--- config.mk ---
export PLATFORM = sky130hd
export DESIGN_NAME = rlpd_id_search
export DESIGN_NICKNAME = d
export VERILOG_FILES = /design/src/rtl/rlpd_id_search.sv
export SDC_FILE = /design/constraint.sdc
export NUM_CORES = 2
export LEC_CHECK = 0
export BUFFER_PORTS_ARGS = -buffer_cell sky130_fd_sc_hd__buf_2
export CORE_AREA = 2 2 417 419
export CTS_CLUSTER_SIZE = 12
export DETAILED_ROUTE_END_ITERATION = 10
export DIE_AREA = 0 0 419 421
export GPL_TIMING_DRIVEN = 0
export RECOVER_POWER = 100
export SLEW_MARGIN = 20
export SYNTH_ARGS = -nofsm -noshare
export SYNTH_HDL_FRONTEND = slang
export SYNTH_SLANG_ARGS = --single-unit
--- constraint.sdc ---
create_clock -name clock -period 5.2 [get_ports clock]
set_input_delay 1.56 -clock clock [delete_from_list [all_inputs] [get_ports clock]]
set_output_delay 1.56 -clock clock [all_outputs]
set_load 0.01 [all_outputs]
--- src/rtl/rlpd_id_search.sv ---
`timescale 1ns / 1ps
`default_nettype none
// ----------------------------------------------------------------------------
// rlpd_id_search: id table with sequential duplicate search
// Memory of seen ids; one compare per cycle over the filled entries.
// ----------------------------------------------------------------------------
module rlpd_id_search #(
   parameter int DEPTH = 64,
   parameter int AW    = 6,
   parameter int CW    = 7
) (
   input  wire logic          clock,
   input  wire logic          reset,
   input  wire logic          start,
   input  wire logic [30:0]   key,
   input  wire logic [CW-1:0] fill,
   input  wire logic          wr_en,
   input  wire logic [AW-1:0] wr_addr,
   output logic               done,
   output logic               found
);
   logic [30:0]   mem [DEPTH];
   logic [30:0]   rd_ff;
   logic [CW-1:0] idx_ff, idx_in;
   logic          run_ff, run_in;
   logic          cmp_ff, cmp_in;
   logic          found_ff, found_in;
   logic          done_ff, done_in;

   always_ff @(posedge clock) begin
      if (wr_en) begin
         mem[wr_addr] <= key;
      end
      rd_ff <= mem[idx_ff[AW-1:0]];
   end

   always_comb begin
      idx_in   = idx_ff;
      run_in   = run_ff;
      cmp_in   = 1'b0;
      found_in = found_ff;
      done_in  = 1'b0;
      if (start) begin
         idx_in   = '0;
         run_in   = 1'b1;
         found_in = 1'b0;
      end else begin
         if (cmp_ff && rd_ff == key) begin
            found_in = 1'b1;
         end
         if (run_ff) begin
            if (idx_ff >= fill || idx_ff >= CW'(DEPTH)) begin
               run_in  = 1'b0;
               done_in = 1'b1;
            end else begin
               cmp_in = 1'b1;
               idx_in = idx_ff + 1'b1;
            end
         end
      end
   end

   always_ff @(posedge clock) begin
      if (reset) begin
         idx_ff   <= '0;
         run_ff   <= 1'b0;
         cmp_ff   <= 1'b0;
         found_ff <= 1'b0;
         done_ff  <= 1'b0;
      end else begin
         idx_ff   <= idx_in;
         run_ff   <= run_in;
         cmp_ff   <= cmp_in;
         found_ff <= found_in;
         done_ff  <= done_in;
      end
   end

   // done rises in the same cycle that found takes in the last compare
   assign done  = done_ff;
   assign found = found_ff;

endmodule
`default_nettype wire

==> results.json <==
{
  "cp.buffers_inverters": 4,
  "start_util_pct": 44.56,
  "cp_max_fo": 10,
  "synth_common_cells": "edfxtp_1 (1984), mux4_2 (419), mux2i_1 (100), clkbuf_1 (89), a22o_1 (82)",
  "drive_above_1_share_pct": 21.27,
  "synthCells": 3374,
  "core_area_sq_um": 172500,
  "cts_setup_buffers": 0,
  "setup_viol": 0,
  "clock_path_buffers": 3,
  "antenna_found_initial": 19,
  "finalHoldViolations": 0,
  "period_needed_ns": 4.637,
  "nFillCells": 13701,
  "cts-htree-levels": 4,
  "gp_congestion": 0.8439,
  "violations": "max-capacitance violations, max-slew violations",
  "tightest_slew_ns": 3.813,
  "yosysWarnings": 0,
  "syn_nets": 3430,
  "drc": 0,
  "worstSetupStartpointType": "flip-flop",
  "holdBufCountCts": 0,
  "clock_sinks": 2026,
  "clkTransAtPathRegs_ns": 0.06,
  "r2r-start": "idx_ff[0]",
  "hold_class": "reg2reg",
  "seq_area_frac_synth_pct": 78.61,
  "wl_met3_um": 18170,
  "avgSynthCellArea_sq_um": 22.78,
  "finClkSkew_ns": 0.01974,
  "die_h_um": 421,
  "wl_per_cell_um": 33.50,
  "numCtsBuffers": 202,
  "p_leak_nw": 26.24,
  "ys_async_sr_fraction_pct": 0,
  "ff2ff_setup_slack_ns": 0.56,
  "post_dp_cell_area_sq_um": 82680,
  "synth_cell_types": 46,
  "portBuffers": 44,
  "worst_hold_path.endpoint": "idx_ff[6]",
  "top_layer": "met5",
  "rsz0062_at_grt": "no",
  "max-vdd-ir-drop_mv": 0.3724,
  "synthTopCellsByArea": "edfxtp_1 (78%), mux4_2 (12%), mux2i_1 (1.3%)",
  "cts_tree": "yes",
  "first_global_vias": 37385,
  "dp_hpwl_um": 137400,
  "fin_nets": 3781,
  "synth_edf_count": 1984,
  "cp.arrival_ns": 5.31,
  "met2_length_um": 98180,
  "routed_wl_um": 207300,
  "rows": 153,
  "wl_met1_um": 84860,
  "synth_most_common_cell": "edfxtp_1",
  "period_share_pct": 89.17,
  "io_pins": 50,
  "die-width_um": 419,
  "dr.first_iter.drc_count": 5256,
  "overflow": 0,
  "ctsResizeCount": 0,
  "final_util_pct": 50.21,
  "yosys_register_bits": 2026,
  "max_slew_margin_pct": -154.2,
  "p_per_area_nw_per_um2": 376.0,
  "cp.required_ns": 5.87,
  "worstPathCellList": "clkbuf_1 > clkbuf_2 > buf_4 > nand3b_2 > buf_4 > o221ai_1 > a211oi_1 > a211o_1 > o221ai_1",
  "grt_max_degree": 66,
  "status": "finished, violations left",
  "die_area_sq_um": 176400,
  "crit_family": "buffers and inverters",
  "fmax_mhz": 215.7,
  "reg2reg_depth": 9,
  "routed_via_density": 6.102,
  "drv_slew": 2341,
  "reg2reg_to": "rd_ff[7]",
  "holdPathStages": 1,
  "syn_area_sq_um": 76860,
  "root_buffer": "clkbuf_16",
  "maxCapViolations": 80,
  "clk_latency_ns": 0.84,
  "via_count": 37772,
  "crit_path_end_kind": "flip-flop",
  "synth_area_leader_cell": "edfxtp_1",
  "drtPass1Iterations": 6,
  "synth_top_cell_area_share_pct": 77.51,
  "grt_usage_pct": 23.57,
  "cp_slowest_cell": "a211oi_1",
  "fin_area_sq_um": 86600,
  "min_from": "idx_ff[6]",
  "ys.flop_type": "edfxtp_1",
  "grt_pass1_wl_um": 290300,
  "max_stage_delay_ns": 0.99,
  "p_total_mw": 32.56,
  "drtAntennaViolNets": 0,
  "path_class": "reg2reg",
  "syn2layout_area_growth_pct": 12.67
}
## cell families after synthesis
| kind of cell | count (synthesis) | share of synthesized area (%) |
|---|---|---|
| xor+xnor | 32 | 0.3647 |
| simple gates | 170 | 1.035 |
| fa+ha+maj | 8 | 0.1302 |
| flops | 2026 | 78.61 |
| mux | 559 | 14.48 |
| compound gates | 374 | 3.957 |
| buf+inv | 205 | 1.426 |
## through the flow
| stage | TNS (ns) | hold WS [ns] | worst slack (ns) | instances |
|---|---|---|---|---|
| 2_1_floorplan | 0 | 0.4689 | 0.5456 | 3374 |
| 3_3_place_gp | -815.94 | 0.4916 | -1.817 | 5743 |
| 3_5_place_dp | 0 | 0.5006 | 0.9474 | 5844 |
| 4_1_cts | 0 | 0.5136 | 1.118 | 6183 |
| 5_1_grt | 0 | 0.5463 | 0.5206 | 6187 |
| 6_report | 0 | 0.5105 | 0.5631 | 6190 |
## state kept, by name (all words and copies together) (netlist names)
register	cells
run_ff	1
mem	1984
found	1
done	1
idx_ff	7
rd_ff	31
cmp_ff	1
## how the worst max path moves through the flow
stage / start / endpoint / slack, ns / cells after the start
floorplan: wr_addr[3] / mem[48][0] / 0.55 / 4
detailed placement: wr_addr[1] / mem[47][8] / 0.95 / 4
finish: idx_ff[0] / rd_ff[7] / 0.56 / 9
global route: wr_addr[1] / mem[7][10] / 0.52 / 5
CTS: idx_ff[1] / rd_ff[5] / 1.12 / 7
global placement: wr_addr[3] / mem[49][14] / -1.82 / 4
## area by class of cell
type / count / area (sq um) / share of cell area, %
antenna: 5 / 12.51 / 0.01445
buffer: 196 / 1039 / 1.199
clock buffer: 288 / 5522 / 6.376
tap: 2325 / 2909 / 3.359
sequential: 2026 / 60420 / 69.77
timing repair buffer: 147 / 933.4 / 1.078
clock inverter: 51 / 380.4 / 0.4392
multi-input combinational: 1143 / 15350 / 17.73
inverter: 9 / 33.78 / 0.03901
## power breakdown
| group | internal (mW) | total [mW] | switching, mW |
|---|---|---|---|
| clock network | 7.50 | 13.4 | 5.92 |
| logic | 0.334 | 1.03 | 0.697 |
| registers | 18.1 | 18.1 | 0.0284 |
| total | 25.9 | 32.6 | 6.65 |
## layer usage
metal,vias up,global-route usage [%]
met4,2,6.883
met2,1889,36.45
met1,20347,34.17
li1,15243,-
met3,291,4.691
met5,-,0
## worst reg2reg max path: stages, from the launching register on
cell      delay (ns)
dfxtp_1         0.48
clkbuf_1        0.52
clkbuf_2        0.87
buf_4           0.43
nand3b_2        0.27
buf_4           0.25
o221ai_1        0.16
a211oi_1        0.99
a211o_1         0.36
o221ai_1        0.16
## cells in the final DEF, fill, tap and decap left out, drive strengths merged, types with 42 or more instances in the layout
master     n
buf      140
o221ai    79
mux4     435
mux2i    100
edfxtp  1984
a221oi    73
nor2      78
dfxtp     42
a22o      82
clkbuf   491
Power figures use the tool's default switching activity.
